### src/hw/rtl/gbfs_pkg.sv
// shared constants and types of the grid path search block
package gbfs_pkg;

    // default grid size
    localparam int GRID_WIDTH_DEF  = 16;
    localparam int GRID_HEIGHT_DEF = 16;

    // stream word widths
    localparam int S_TDATA_W = 56;
    localparam int M_TDATA_W = 8;

    // input word field positions
    localparam int ROW_LSB   = 0;
    localparam int PASS_LSB  = 4;
    localparam int SX_LSB    = 20;
    localparam int SY_LSB    = 28;
    localparam int TX_LSB    = 36;
    localparam int TY_LSB    = 44;

    // opcodes carried in s_tuser
    localparam logic OP_ROW_WRITE = 1'b0;
    localparam logic OP_QUERY     = 1'b1;

    // move directions, in search order
    typedef enum logic [1:0] {
        MV_SOUTH = 2'd0,
        MV_NORTH = 2'd1,
        MV_WEST  = 2'd2,
        MV_EAST  = 2'd3
    } dir_t;

endpackage

### src/hw/rtl/gbfs_cell_store.sv
// per-cell search record: seen mark, parent cell and arriving move
module gbfs_cell_store #(
    parameter int GRID_WIDTH  = gbfs_pkg::GRID_WIDTH_DEF,
    parameter int GRID_HEIGHT = gbfs_pkg::GRID_HEIGHT_DEF,
    localparam int K_W = $clog2(GRID_WIDTH) + $clog2(GRID_HEIGHT),
    localparam int C_W = K_W + 3
) (
    input  logic           clk,
    input  logic           we,
    input  logic [K_W-1:0] waddr,
    input  logic [C_W-1:0] wdata,
    input  logic [K_W-1:0] raddr,
    output logic [C_W-1:0] rdata
);
    import gbfs_pkg::*;

    localparam int DEPTH = 1 << K_W;

    logic [C_W-1:0] cell_mem [DEPTH];
    logic [C_W-1:0] rdata_reg;

    // one write and one read port, read data registered
    always_ff @(posedge clk)
    begin
        if (we)
        begin
            cell_mem[waddr] <= wdata;
        end
        rdata_reg <= cell_mem[raddr];
    end

    assign rdata = rdata_reg;

endmodule

### config.mk
export PLATFORM = sky130hd
export DESIGN_NAME = gbfs_cell_store
export DESIGN_NICKNAME = d
export VERILOG_FILES = /design/src/hw/rtl/gbfs_pkg.sv /design/src/hw/rtl/gbfs_cell_store.sv
export SDC_FILE = /design/constraint.sdc
export NUM_CORES = 2
export LEC_CHECK = 0
export ABC_AREA = 1
export BUFFER_PORTS_ARGS = -buffer_cell sky130_fd_sc_hd__buf_4
export CORE_MARGIN = 1
export CORE_UTILIZATION = 40
export CTS_BUF_LIST = sky130_fd_sc_hd__clkbuf_2
export CTS_CLUSTER_DIAMETER = 200
export DETAILED_ROUTE_END_ITERATION = 10
export GPL_ROUTABILITY_DRIVEN = 1
export PLACE_DENSITY = 0.64
export SLEW_MARGIN = 20
export SYNTH_ARGS = -nofsm -noshare
export SYNTH_HDL_FRONTEND = slang
export SYNTH_SLANG_ARGS = --single-unit
### constraint.sdc
create_clock -name clk -period 2.1 [get_ports clk]
set_input_delay 0.63 -clock clk [delete_from_list [all_inputs] [get_ports clk]]
set_output_delay 0.63 -clock clk [all_outputs]
set_load 0.01 [all_outputs]
==> flow_summary.ini <==
[run_status]
run_status = complete, but fails checks
violations = negative setup slack

[setup_path]
critical_path_arrival_ns = 2.31
cp-end-kind = output pin
slowest_delay_ns = 0.37
crit_cells = 1
critPathSlowestCell = dfxtp_2
crit_chain = buf_8
crit_type = reg2out
reg2reg_depth = 11
required_ns = 1.47
startpoint_type = flop
worst-path-buf-inv = 1
path_max_fanout = 1
cp_top_family = flip-flops

[synthesis]
netlist_area_mm2 = 0.115
yosysTopAreaCell = edfxtp_1
ys_warn_count = 0
synth.most_common_cell = nand2_1
yosys-top-cells-area = edfxtp_1 (74%), nand3_1 (12%), nand2_1 (9.5%), buf_2 (1.4%), buf_6 (1.3%)
ys_types = 16
synth_edf_count = 2816
avgSynthCellArea_um2 = 12.1
yosysSeqAreaShare = 0.738
yosys-top-cells-count = nand2_1 (2906), edfxtp_1 (2816), nand3_1 (2775)
ys.flop_type = edfxtp_1
synthesis.instances = 9483
ys_async_sr_fraction = 0
ys_seq_elements = 2827
yosysTopAreaCellShare = 0.736
postSynthNetCount = 9512

[timing]
tightest_slew_ns = 0.931
relSlewSlack = 0.377
finalHoldViolCount = 0
finalClockSkew_ns = 0.275
period_share = 1.40
fmax_ghz = 0.340
drv_slew = 0
finalSetupTns_ns = -24.19
grt_setup_unrepaired = true
period_needed_ns = 2.94
setup_violations = 216
setup_ws_ns = -0.842

[die]
ios = 40
coreArea_mm2 = 0.285
rows = 196
die_x_um = 538
die_h_um = 538
start_util = 0.403
dieArea_mm2 = 0.289

[power_and_ir_drop]
ir_drop_v = 0.000407
p_sw_w = 0.0280
p_leak_nw = 49.0
p_clk_frac = 0.334
finalPower_w = 0.106
p_sw_frac = 0.263
p_int_w = 0.0784
pwr-share-seq = 0.584
pwr-share-comb = 0.082
powerDensity_mw_per_mm2 = 796

[drt]
wl_um = 344000
vias_per_cell = 5.48
drc = 0
ant_nets = 0
avgRoutedWirePerCell_um = 23.2
num_vias = 81196
first_pass_iters = 6
first_iter_violations = 10295

[layout]
fin_area_mm2 = 0.134
drive_above_1_share = 0.191
final_core_util = 0.469
fill_cells = 25391
largest_reg_flops = 2816
area_delta_synth_final_pct = 16.4
fin_nets = 10624

[clock_tree]
cts_tree = yes
root_buffer = clkbuf_2
clock_latency_ns = 1.79
cts_made_buffers = 691
h-tree-depth = 6
cts_num_sinks = 2827
cts_buffer_depth = 4
clk_pin_slew_ns = 0.12
cts_setup_buffers = 0

[global_routing]
grt_pass1_vias = 78773
overflow = 0
grtUsageTotal = 0.235
grt_pass1_wl_um = 507000
grt_max_degree = 96
antenna_found_initial = 15

[flow_run]
drv_cap = 0

[min_path]
hold_depth = 8
worstHoldPathType = in2reg

[placement]
port_buffers = 39
place_hpwl_um = 215000
place_congestion = 0.930
placed_area_mm2 = 0.127
place_ws_ns = -1.11
==> metrics by stage <==
| stage | cells | hold WS [ns] |
|---|---|---|
| final | 14829 | 0.147 |
| after detailed placement | 13599 | 0.928 |
| after floorplan | 9483 | 0.729 |
| after CTS | 14824 | 0.0376 |
| after global routing | 14829 | 0.0159 |
| after global placement | 13599 | 0.926 |
==> layout by cell type, fill, tap and decap left out, drive strengths merged <==
| cell | n |
|---|---|
| clkbuf | 960 |
| edfxtp | 2816 |
| inv | 57 |
| diode | 5 |
| clkinvlp | 11 |
| clkinv | 161 |
| nor2 | 283 |
| dlymetal6s4s | 1 |
| dfxtp | 11 |
| bufinv | 10 |
| buf | 1016 |
| nand2 | 2906 |
| dlygate4sd3 | 55 |
| nand3 | 2775 |
==> path summary, 6_finish.rpt <==
check | startpoint | end | slack (ns)
max | rdata[3]$_DFF_P_ | rdata[3] | -0.84
min | waddr[7] | cell_mem[17][4]$_DFFE_PP_ | 0.15
max reg2reg | cell_mem[87][0]$_DFFE_PP_ | rdata[0]$_DFF_P_ | 0.05
min reg2reg | cell_mem[196][4]$_DFFE_PP_ | rdata[4]$_DFF_P_ | 0.99
==> metal layers <==
| layer | share of wire | track usage | vias to the layer above |
|---|---|---|---|
| met5 | 0.00020 | 0 | - |
| met2 | 0.47 | 0.374 | 4655 |
| met3 | 0.10 | 0.0482 | 729 |
| li1 | - | - | 36455 |
| met4 | 0.044 | 0.107 | 10 |
| met1 | 0.39 | 0.311 | 39347 |
==> cell families (layout without fill, tap and decap cells) <==
logic type | after synthesis | after routing | synth area share
buffers and inverters | 692 | 2271 | 0.0366
flip-flops | 2827 | 2827 | 0.738
other | 0 | 5 | 0
AND/OR/NAND/NOR | 5964 | 5964 | 0.225
==> power groups by stage <==
stage,registers [W],logic (W),clock network (W)
CTS,0.0622,0.00859,0.0362
global placement,0.0634,0.00828,0
global route,0.0622,0.00921,0.0388
floorplan,0.0634,0.00398,0
detailed placement,0.0634,0.00838,0
finish,0.0622,0.00869,0.0355
==> area by class of cell <==
class | count | area, um2 | area share
clock buffers | 960 | 4800 | 0.0360
clock inverters | 200 | 1170 | 0.00874
diodes | 5 | 12.5 | 0.0000936
well taps | 3762 | 4710 | 0.0352
inverters | 39 | 184 | 0.00138
multi-input cells | 5964 | 26000 | 0.195
repair buffers | 1072 | 11900 | 0.0893
flip-flops and latches | 2827 | 84800 | 0.635
==> what timing repair did <==
action                                  4_1_cts  5_1_grt
hold buffers                                 65        1
endpoints found under the setup margin       11      178
endpoints found under the hold margin      5643     1838
gates cloned                                  0        0
pin swaps                                     0        0
gates resized for setup                      34        7
(Power assumes the default switching activity.)
