**config.mk**
```make
export PLATFORM = sky130hd
export DESIGN_NAME = gbfs_queue
export DESIGN_NICKNAME = d
export VERILOG_FILES = /design/src/hw/rtl/gbfs_pkg.sv /design/src/hw/rtl/gbfs_queue.sv
export SDC_FILE = /design/constraint.sdc
export NUM_CORES = 2
export LEC_CHECK = 0
export BUFFER_PORTS_ARGS = -buffer_cell sky130_fd_sc_hd__buf_2
export CAP_MARGIN = 20
export CORE_UTILIZATION = 45
export DETAILED_ROUTE_END_ITERATION = 16
export REMOVE_ABC_BUFFERS = 1
export SLEW_MARGIN = 20
export SYNTH_ARGS = -nofsm -noshare
export SYNTH_HDL_FRONTEND = slang
export SYNTH_SLANG_ARGS = --single-unit
```
**constraint.sdc**
```tcl
create_clock -name clk -period 5.6 [get_ports clk]
set_input_delay 0.56 -clock clk [delete_from_list [all_inputs] [get_ports clk]]
set_output_delay 0.56 -clock clk [all_outputs]
set_load 0.02 [all_outputs]
```
**src/hw/rtl/gbfs_pkg.sv**
```systemverilog
// shared constants and types of the grid path search block
package gbfs_pkg;

    // default grid size
    localparam int GRID_WIDTH_DEF  = 16;
    localparam int GRID_HEIGHT_DEF = 16;

    // stream word widths
    localparam int S_TDATA_W = 56;
    localparam int M_TDATA_W = 8;

    // input word field positions
    localparam int ROW_LSB   = 0;
    localparam int PASS_LSB  = 4;
    localparam int SX_LSB    = 20;
    localparam int SY_LSB    = 28;
    localparam int TX_LSB    = 36;
    localparam int TY_LSB    = 44;

    // opcodes carried in s_tuser
    localparam logic OP_ROW_WRITE = 1'b0;
    localparam logic OP_QUERY     = 1'b1;

    // move directions, in search order
    typedef enum logic [1:0] {
        MV_SOUTH = 2'd0,
        MV_NORTH = 2'd1,
        MV_WEST  = 2'd2,
        MV_EAST  = 2'd3
    } dir_t;

endpackage

```
**src/hw/rtl/gbfs_queue.sv**
```systemverilog
// search queue of cell keys in visiting order
module gbfs_queue #(
    parameter int GRID_WIDTH  = gbfs_pkg::GRID_WIDTH_DEF,
    parameter int GRID_HEIGHT = gbfs_pkg::GRID_HEIGHT_DEF,
    localparam int K_W  = $clog2(GRID_WIDTH) + $clog2(GRID_HEIGHT),
    localparam int Q_AW = $clog2(GRID_WIDTH * GRID_HEIGHT)
) (
    input  logic            clk,
    input  logic            we,
    input  logic [Q_AW-1:0] waddr,
    input  logic [K_W-1:0]  wdata,
    input  logic [Q_AW-1:0] raddr,
    output logic [K_W-1:0]  rdata
);
    import gbfs_pkg::*;

    localparam int DEPTH = GRID_WIDTH * GRID_HEIGHT;

    logic [K_W-1:0] q_mem [DEPTH];
    logic [K_W-1:0] rdata_reg;

    // write at tail, read at head, read data registered
    always_ff @(posedge clk)
    begin
        if (we)
        begin
            q_mem[waddr] <= wdata;
        end
        rdata_reg <= q_mem[raddr];
    end

    assign rdata = rdata_reg;

endmodule
```
==> metrics.txt <==
# TYPE chip_impl_metric gauge
chip_impl_metric{name="final_cycle_utilization_of_the_critical_path",unit="%"} 61.7
chip_impl_metric{name="die_h",unit="um"} 422
chip_impl_info{name="most_area_consuming_cells_after_synthesis",value="edfxtp_1, mux4_2, mux2i_1, nor2_1, a22oi_1"} 1
chip_impl_metric{name="design.portCount",unit=""} 34
chip_impl_metric{name="post-route-drc-count",unit=""} 0
chip_impl_metric{name="clkSlewWorstSetupHoldPaths",unit="ns"} 0.06
chip_impl_info{name="synth_common_cells",value="edfxtp_1, mux4_2, nor2_1, mux2i_1, a22oi_1"} 1
chip_impl_metric{name="clock.fmax",unit="GHz"} 0.289
chip_impl_metric{name="first_global_vias",unit=""} 38600
chip_impl_metric{name="worst_ir_drop_vdd",unit="mV"} 0.299
chip_impl_metric{name="grt_max_degree",unit=""} 189
chip_impl_info{name="clk_root_buffer_cell",value="clkbuf_16"} 1
chip_impl_metric{name="ys_types",unit=""} 55
chip_impl_metric{name="grt-ovfl-total",unit=""} 0
chip_impl_metric{name="total_clock_sinks",unit=""} 2056
chip_impl_metric{name="h_tree_depth",unit=""} 4
chip_impl_info{name="synth_ff_type",value="edfxtp_1"} 1
chip_impl_metric{name="tightest_slew",unit="ns"} 1.18
chip_impl_metric{name="total_number_of_vias",unit=""} 38600
chip_impl_metric{name="cts_buffer_depth",unit=""} 3
chip_impl_metric{name="path_max_fanout",unit=""} 59
chip_impl_metric{name="setup_total_negative_slack",unit="ns"} 0
chip_impl_metric{name="synth_async_reset_ratio",unit="%"} 0
chip_impl_metric{name="syn_avg_cell_area",unit="um2"} 21.3
chip_impl_metric{name="critical_path.n_buffers_inverters",unit=""} 3
chip_impl_metric{name="route.antenna.remaining_nets",unit=""} 0
chip_impl_metric{name="design.core.area",unit="um2"} 175000
chip_impl_metric{name="critPathArrivalTime",unit="ns"} 4.13
chip_impl_metric{name="largest_register_ff_count",unit=""} 2048
chip_impl_metric{name="ys_ff_latch",unit=""} 2056
chip_impl_metric{name="fin_util",unit="%"} 50.6
chip_impl_metric{name="final_layout_size_suffix_gt1_share",unit="%"} 22.0
chip_impl_metric{name="start_util",unit="%"} 45.5
chip_impl_metric{name="gp_congestion",unit=""} 0.858
chip_impl_metric{name="timing.final.setup_violations",unit=""} 0
chip_impl_metric{name="number_of_enable_flip_flop_cells_after_synthesis",unit=""} 2048
chip_impl_metric{name="drt_pass1_iterations",unit=""} 6
chip_impl_metric{name="timing.clock.skew",unit="ns"} 0.0207
chip_impl_metric{name="post_route_wl",unit="um"} 201000
chip_impl_info{name="critical_path.startpoint_type",value="input port"} 1
chip_impl_metric{name="timing_hold_violations_final",unit=""} 0
chip_impl_metric{name="fp.dieArea",unit="um2"} 178000
chip_impl_metric{name="synth_area",unit="um2"} 79600
chip_impl_info{name="post-synth-top-area-cell",value="edfxtp_1"} 1
chip_impl_metric{name="timing.hold.ws",unit="ns"} 0.192
chip_impl_metric{name="synth_sequential_area_ratio",unit="%"} 77.5
chip_impl_metric{name="finalWorstSetupSlack",unit="ns"} 2.14
chip_impl_metric{name="antenna_violations_before_repair",unit=""} 6
chip_impl_metric{name="grt_pass1_wl",unit="um"} 288000
chip_impl_info{name="holdCritPathClass",value="in -> reg"} 1
chip_impl_metric{name="nets",unit=""} 3862
chip_impl_metric{name="route.detailed.wl_per_inst",unit="um"} 31.8
chip_impl_info{name="crit_family",value="buffers and inverters"} 1
chip_impl_info{name="crit_end_category",value="flop"} 1
chip_impl_metric{name="fill_cells",unit=""} 13700
chip_impl_info{name="tritoncts_clock_tree",value="done"} 1
chip_impl_metric{name="dp_hpwl",unit="um"} 122000
chip_impl_info{name="grt_setup_unrepaired",value="false"} 1
chip_impl_metric{name="placement.setup.worst_slack",unit="ns"} 1.20
chip_impl_metric{name="drtIter0Drc",unit=""} 4561
chip_impl_info{name="worst-setup-path-type",value="in -> reg"} 1
chip_impl_info{name="crit_slowest_cell",value="nor3_1"} 1
chip_impl_metric{name="cts-buffers-inserted",unit=""} 199
chip_impl_metric{name="report.final.slew_viol_count",unit=""} 0
chip_impl_metric{name="groute.usage.overall",unit="%"} 22.5
chip_impl_metric{name="vias_per_cell",unit=""} 6.11
chip_impl_metric{name="yosysWarnings",unit=""} 0
chip_impl_metric{name="post_synth_inst_count",unit=""} 3733
chip_impl_metric{name="die_w",unit="um"} 422
chip_impl_metric{name="fp_rows",unit=""} 153
chip_impl_metric{name="period_minus_slack",unit="ns"} 3.46
chip_impl_metric{name="max_stage_delay",unit="ns"} 0.74
chip_impl_metric{name="area_delta_synth_final",unit="%"} 11.2
chip_impl_metric{name="relative_slew_slack",unit="%"} 20.7
chip_impl_info{name="yosysMostFrequentCell",value="edfxtp_1"} 1
chip_impl_info{name="crit_chain",value="buf_8 -> buf_12 -> buf_12 -> mux4_2 -> mux4_2 -> nor2_1 -> a2111oi_1 -> nor3_1 -> nor4_1"} 1
chip_impl_metric{name="holdBufCountCts",unit=""} 0
chip_impl_metric{name="cellLeakagePower",unit="nW"} 27.0
chip_impl_info{name="run_status",value="complete, no violations"} 1
chip_impl_metric{name="cellPowerDensity",unit="nW/um2"} 355
chip_impl_metric{name="worstSkewPairLatency",unit="ns"} 0.83
chip_impl_metric{name="io_buffers",unit=""} 33
chip_impl_metric{name="worst_path_required_time",unit="ns"} 6.27
chip_impl_metric{name="setup_buffers_after_cts",unit=""} 0
chip_impl_metric{name="post_cts_resize_count",unit=""} 0
chip_impl_metric{name="synth.top_cell.area_share",unit="%"} 77.3
chip_impl_metric{name="maxCapViolations",unit=""} 0
[kinds of logic after synthesis]
group,count (synthesis),share of synthesized area (%)
buf+inv,235,1.83
compound gates,385,3.42
flops,2056,77.5
mux,591,14.6
simple gates,466,2.63
[path summary, 6_finish.rpt]
check,cells past startpoint,slack [ns],end,from
worst max-delay path,9,2.14,rdata[1],raddr[0]
worst min-delay path,1,0.19,q_mem[62][0],wdata[0]
worst max register to register,5,2.88,rdata[7],q_mem[15][7]
worst min register to register,6,1.02,rdata[3],q_mem[40][3]
[area by class of cell]
type                            count  area [um2]  area share, %
Tap cell                         2325        2910           3.29
Clock inverter                    102         837          0.946
Antenna cell                        2        5.00        0.00565
Multi-Input combinational cell   1442       16500           18.7
Timing Repair Buffer              135        1250           1.41
Clock buffer                      255        5300           5.98
Inverter                            2        7.51        0.00848
Sequential cell                  2056       61700           69.7
[report_power, final]
part | internal, mW | switching [mW] | leakage [nW] | total (mW)
registers | 17.0 | 0.0246 | 18.5 | 17.0
logic | 0.510 | 1.03 | 5.54 | 1.54
clock network | 7.24 | 5.65 | 2.98 | 12.9
[cells in the final DEF, fill, tap and decap left out, types with 13 or more instances in the layout]
cell / count
a211oi_1: 14
a21oi_1: 96
a221oi_1: 13
a22oi_1: 133
buf_12: 17
buf_2: 22
buf_4: 86
bufinv_16: 13
clkbuf_1: 51
clkbuf_16: 204
clkinv_1: 53
clkinv_2: 24
edfxtp_1: 2048
mux2i_1: 134
mux4_2: 454
nand2_1: 33
nand3_1: 34
nor2_1: 271
nor2b_1: 28
nor3_1: 21
nor4_1: 20
o221ai_1: 46
o22ai_1: 28
[per-stage QoR]
stage          cell area (um2)  cells  power, mW
5_1_grt                  88500   6318       32.2
6_report                 88500   6319       31.4
4_1_cts                  88500   6317       31.6
3_5_place_dp             82400   5960       18.9
3_3_place_gp             82300   5958       18.8
2_1_floorplan            78100   3500       17.9
[layer usage]
layer / global-route usage (%) / wire, um / vias to the layer above
met5: 0 / 12 / -
met4: 6.59 / 5220 / 2
met3: 4.42 / 15400 / 280
met2: 35.9 / 97500 / 1602
met1: 31.7 / 83100 / 20800
li1: - / - / 15900
(Power assumes the default switching activity.)
