## src/hw/rtl/gbfs_pkg.sv

```systemverilog
// shared constants and types of the grid path search block
package gbfs_pkg;

    // default grid size
    localparam int GRID_WIDTH_DEF  = 16;
    localparam int GRID_HEIGHT_DEF = 16;

    // stream word widths
    localparam int S_TDATA_W = 56;
    localparam int M_TDATA_W = 8;

    // input word field positions
    localparam int ROW_LSB   = 0;
    localparam int PASS_LSB  = 4;
    localparam int SX_LSB    = 20;
    localparam int SY_LSB    = 28;
    localparam int TX_LSB    = 36;
    localparam int TY_LSB    = 44;

    // opcodes carried in s_tuser
    localparam logic OP_ROW_WRITE = 1'b0;
    localparam logic OP_QUERY     = 1'b1;

    // move directions, in search order
    typedef enum logic [1:0] {
        MV_SOUTH = 2'd0,
        MV_NORTH = 2'd1,
        MV_WEST  = 2'd2,
        MV_EAST  = 2'd3
    } dir_t;

endpackage

```

## src/hw/rtl/gbfs_pass_map.sv

```systemverilog
// passability bitmap, one row per entry, blocked after reset
module gbfs_pass_map #(
    parameter int GRID_WIDTH  = gbfs_pkg::GRID_WIDTH_DEF,
    parameter int GRID_HEIGHT = gbfs_pkg::GRID_HEIGHT_DEF,
    localparam int Y_W = $clog2(GRID_HEIGHT)
) (
    input  logic                  clk,
    input  logic                  rst_n,
    input  logic                  we,
    input  logic [Y_W-1:0]        waddr,
    input  logic [GRID_WIDTH-1:0] wdata,
    input  logic [Y_W-1:0]        raddr,
    output logic [GRID_WIDTH-1:0] rdata
);
    import gbfs_pkg::*;

    logic [GRID_HEIGHT-1:0] row_valid_reg;
    logic [GRID_WIDTH-1:0]  row_mem [GRID_HEIGHT];
    logic [GRID_WIDTH-1:0]  rdata_reg;

    // a row reads as blocked until it is first written
    always_ff @(posedge clk or negedge rst_n)
    begin
        if (!rst_n)
        begin
            row_valid_reg <= '0;
        end
        else if (we)
        begin
            row_valid_reg[waddr] <= 1'b1;
        end
    end

    // row storage
    always_ff @(posedge clk)
    begin
        if (we)
        begin
            row_mem[waddr] <= wdata;
        end
    end

    // registered read port
    always_ff @(posedge clk)
    begin
        rdata_reg <= row_valid_reg[raddr] ? row_mem[raddr] : '0;
    end

    assign rdata = rdata_reg;

endmodule

```

## config.mk

```make
export PLATFORM = sky130hd
export DESIGN_NAME = gbfs_pass_map
export DESIGN_NICKNAME = d
export VERILOG_FILES = /design/src/hw/rtl/gbfs_pkg.sv /design/src/hw/rtl/gbfs_pass_map.sv
export SDC_FILE = /design/constraint.sdc
export NUM_CORES = 1
export LEC_CHECK = 0
export BUFFER_PORTS_ARGS = -buffer_cell sky130_fd_sc_hd__clkbuf_2
export CAP_MARGIN = 25
export CORE_ASPECT_RATIO = 0.8
export CORE_MARGIN = 1.5
export CORE_UTILIZATION = 45
export CTS_BUF_LIST = sky130_fd_sc_hd__clkbuf_16
export CTS_CLUSTER_DIAMETER = 120
export CTS_CLUSTER_SIZE = 25
export DETAILED_ROUTE_END_ITERATION = 8
export GPL_TIMING_DRIVEN = 0
export HOLD_SLACK_MARGIN = 0.12
export PLACE_DENSITY_LB_ADDON = 0.05
export SYNTH_ARGS = -nofsm -noshare
export SYNTH_HDL_FRONTEND = slang
export SYNTH_SLANG_ARGS = --single-unit
```

## constraint.sdc

```tcl
create_clock -name clk -period 2.6 [get_ports clk]
set_clock_uncertainty 0.1 [all_clocks]
set_input_delay 0.52 -clock clk [delete_from_list [all_inputs] [get_ports clk]]
set_output_delay 0.52 -clock clk [all_outputs]
set_load 0.1 [all_outputs]
```

==> impl_summary.log <==
[metrics] run status: finished, final reports clean
[metrics] drt drc: 0
[metrics] syn_nets: 500
[metrics] area share of xor/xnor cells in the synthesized design: 0%
[metrics] worst ir drop on vdd: around 0.00042 V
[metrics] total power density per cell area: a little over 700 nW/um2
[metrics] cell at the root of the clock tree: sky130_fd_sc_hd__clkbuf_16
[metrics] Yosys cell types: 23
[metrics] via/cell ratio: roughly 5.6
[metrics] global-route wire length before repair: around 34,000 um
[metrics] clk buf depth: 3
[metrics] horizontal die dimension: 175 um
[metrics] element type at the critical path start: input port
[metrics] sum of overflow across all layers after global routing: 0
[metrics] number of flip-flops in the largest register: about 260
[metrics] leading post-synthesis cells by instance count: sky130_fd_sc_hd__edfxtp_1 (256), sky130_fd_sc_hd__mux4_2 (68), sky130_fd_sc_hd__a22oi_1 (32)
[metrics] clock tree from TritonCTS: built
[metrics] pin count of the biggest net entering global routing: 27
[metrics] unrepaired setup endpoints after global routing: no
[metrics] antenna violations before repair: 0
[metrics] number of cells in the finished layout apart from fillers: between 800 and 900
[metrics] worst slack on hold paths: 0.334 ns
[metrics] sequential fraction of design power: 61.1%
[metrics] mux share of post-synthesis cell area: 14.3%
[metrics] number of buffers added for setup after CTS: 0
[metrics] Post-Syn Instances: 473
[metrics] power share of the clock group: 28.6%
[metrics] clock transition at the register clock pins on the worst setup and hold paths after CTS: 0.10 ns
[metrics] cells taking the most area after synthesis: sky130_fd_sc_hd__edfxtp_1 (72%), sky130_fd_sc_hd__mux4_2 (14%), sky130_fd_sc_hd__dfrtp_1 (3.7%)
[metrics] Power Internal: between 6 and 7 mW
[metrics] vias after detailed routing: between 4k and 5k
[metrics] number of setup violations in the final report: 0
[metrics] Std-Cell Core Area: approximately 23,000 um2
[metrics] source-to-sink clock delay at the later pin of the worst-skew pair: 0.49 ns
[metrics] GRT Total Usage: a little under a fifth
[metrics] weighted congestion reported at the end of routability-driven placement: a little over 0.7
[metrics] total of warnings raised by yosys: 0
[metrics] Power, Total: 8.59 mW
[metrics] post-layout net count: between 500 and 600
[metrics] Routed Antenna Nets: 0
[metrics] IO Count: 43
[metrics] mean area per synthesized cell: 22.6 um2
[metrics] post-layout min period: 2.05 ns
[metrics] starting density of the core: 45.8%
[metrics] Area Overhead vs Synth: 12.6%
[metrics] Leak: 3.85 nW
[metrics] total half-perimeter wirelength after legalization and detailed placement: approximately 15,000 um
[metrics] Worst setup EP type: flip-flop
[metrics] Syn Std Cell Area: approximately 11,000 um2
[metrics] transition at the pin with the smallest max-transition slack: 0.885 ns
[metrics] Relative slew margins: roughly two fifths
[metrics] full die area: 24,700 um2
[metrics] DR WL/cell: between 20 and 30 um
[metrics] input/output buffers: approximately 40
[metrics] depth of the CTS H-tree: 1
[metrics] Finished Core Util: about half
[metrics] share of cells above drive strength 1: roughly 35%
[metrics] Synth Area in Simple Gates: approximately 2.4%
[metrics] area share of the largest cell type after synthesis: between 70% and 80%
[metrics] class of the worst hold path: in2reg
[metrics] max capacitance violation total: 0
[metrics] Die Ht: around 140 um
[metrics] Num CTS Buffers: 15
[metrics] maximum fanout along the worst path: 10
[metrics] number of gates resized after CTS: 0
[metrics] share of total power consumed by net switching: about a quarter
[metrics] Period Utilization, post-route: between 70% and 80%
[metrics] portion of total power attributed to combinational logic: between 10% and 20%
[metrics] clock sink count: ~290
[metrics] Compound-Gate Fraction of Synth Area: under 10%
[metrics] async set-reset flop share out of synthesis: around 5.6%
[metrics] synthesized flop and latch total: 288
[metrics] Required @ worst endpoint: 2.88 ns
[metrics] dominant combinational cell family by area after synthesis: multiplexers
[metrics] signal arrival time at the worst endpoint: 2.33 ns
[metrics] count of TritonRoute iterations in the first routing pass: 5
[metrics] number of global-route vias before repair: slightly above 5k
[metrics] DRC marker count from the first detailed-route iteration: 430
[metrics] Synth Flop Type: sky130_fd_sc_hd__edfxtp_1
[metrics] switching power of the nets: just over 2 mW
[metrics] dominant cell type by area after synthesis: sky130_fd_sc_hd__edfxtp_1
[metrics] most used standard cell by instance count after synthesis: sky130_fd_sc_hd__edfxtp_1
[metrics] number of max-slew violations in the final report: 0
[metrics] final sum of negative setup slack: 0 ns
[metrics] portion of the post-synthesis area used by sequential elements: between 70% and 80%
[metrics] antenna diode count: 0
[metrics] total instance count after detailed placement: around 840
[metrics] # rows: 50
[metrics] Fmax: approximately 500 MHz
[metrics] adder-cell share of the synthesized area: 0%
[metrics] count of flip-flops with a built-in enable after synthesis: roughly 260
[metrics] final hold violations: 0
[metrics] Worst Path Class, Setup: in2reg
[metrics] wire length reported by the detailed router: roughly 23,000 um
[cell families after synthesis]
group / count (synthesis)
flops: 288
mux: 68
simple gates: 44
compound gates: 50
buf+inv: 23
[metal layers]
metal	global-route usage (%)	share of wire, %	vias up
met5	0	0	-
li1	-	-	2128
met4	3.28	1.5	0
met1	27.7	45	2643
met3	2.75	4.8	22
met2	31.6	49	115
[cells in the final DEF (no fill, tap or decap), types with 3 or more instances in the layout]
cell,instances
sky130_fd_sc_hd__buf_2,7
sky130_fd_sc_hd__clkbuf_2,41
sky130_fd_sc_hd__clkbuf_16,15
sky130_fd_sc_hd__dfxtp_1,16
sky130_fd_sc_hd__nor2_2,12
sky130_fd_sc_hd__dfrtp_1,16
sky130_fd_sc_hd__a22oi_1,32
sky130_fd_sc_hd__a21oi_1,16
sky130_fd_sc_hd__inv_1,8
sky130_fd_sc_hd__nor3_2,3
sky130_fd_sc_hd__buf_6,9
sky130_fd_sc_hd__clkbuf_1,7
sky130_fd_sc_hd__buf_8,13
sky130_fd_sc_hd__mux4_2,68
sky130_fd_sc_hd__buf_4,4
sky130_fd_sc_hd__or2_2,16
sky130_fd_sc_hd__edfxtp_1,256
[critical path, stage by stage]
cell and delay, ns:
sky130_fd_sc_hd__clkbuf_2 0.10, sky130_fd_sc_hd__nor2_1 0.66, sky130_fd_sc_hd__clkbuf_1 0.63, sky130_fd_sc_hd__a22oi_1 0.15, sky130_fd_sc_hd__a21oi_1 0.26
[worst paths after layout]
kind | to | cells past startpoint | startpoint | slack [ns]
min in group asynchronous | row_valid_reg[8]$_DFFE_PN0P_ | 2 | rst_n | 0.38
min reg2reg | row_valid_reg[13]$_DFFE_PN0P_ | 1 | row_valid_reg[13]$_DFFE_PN0P_ | 0.37
max | rdata[4]$_SDFF_PN0_ | 5 | raddr[1] | 0.55
max reg2reg | rdata[4]$_SDFF_PN0_ | 5 | row_valid_reg[0]$_DFFE_PN0P_ | 0.64
min | row_mem[13][1]$_DFFE_PP_ | 1 | wdata[1] | 0.33
max in group asynchronous | row_valid_reg[13]$_DFFE_PN0P_ | 2 | rst_n | 1.74
[layout make-up]
cell class	instances	area, um2
multi-input combinational	162	2180
tap	312	390
timing repair buffer	60	475
clock inverter	9	46.3
buffer	23	155
sequential	288	8410
fill	1836	11300
clock buffer	15	375
[power by group through the flow]
stage	sequential, mW	combinational [mW]	clock [mW]
finish	5.24	0.889	2.46
global route	5.26	0.936	2.70
global placement	5.34	0.859	0
floorplan	5.61	0.345	0
detailed placement	5.35	0.897	0
CTS	5.24	0.899	2.51
[what timing repair did]
action | in CTS | in global routing
setup endpoints to repair | 0 | 0
hold buffers | 1 | 0
endpoints found under the hold margin | 16 | 0
[through the flow]
stage               worst slack, ns  cell area, um2
floorplan                     0.195           10700
global placement              -1.36           11300
detailed placement           0.0859           11600
CTS                           0.567           12000
global route                  0.504           12000
finish                        0.551           12000
(Power assumes the default switching activity.)
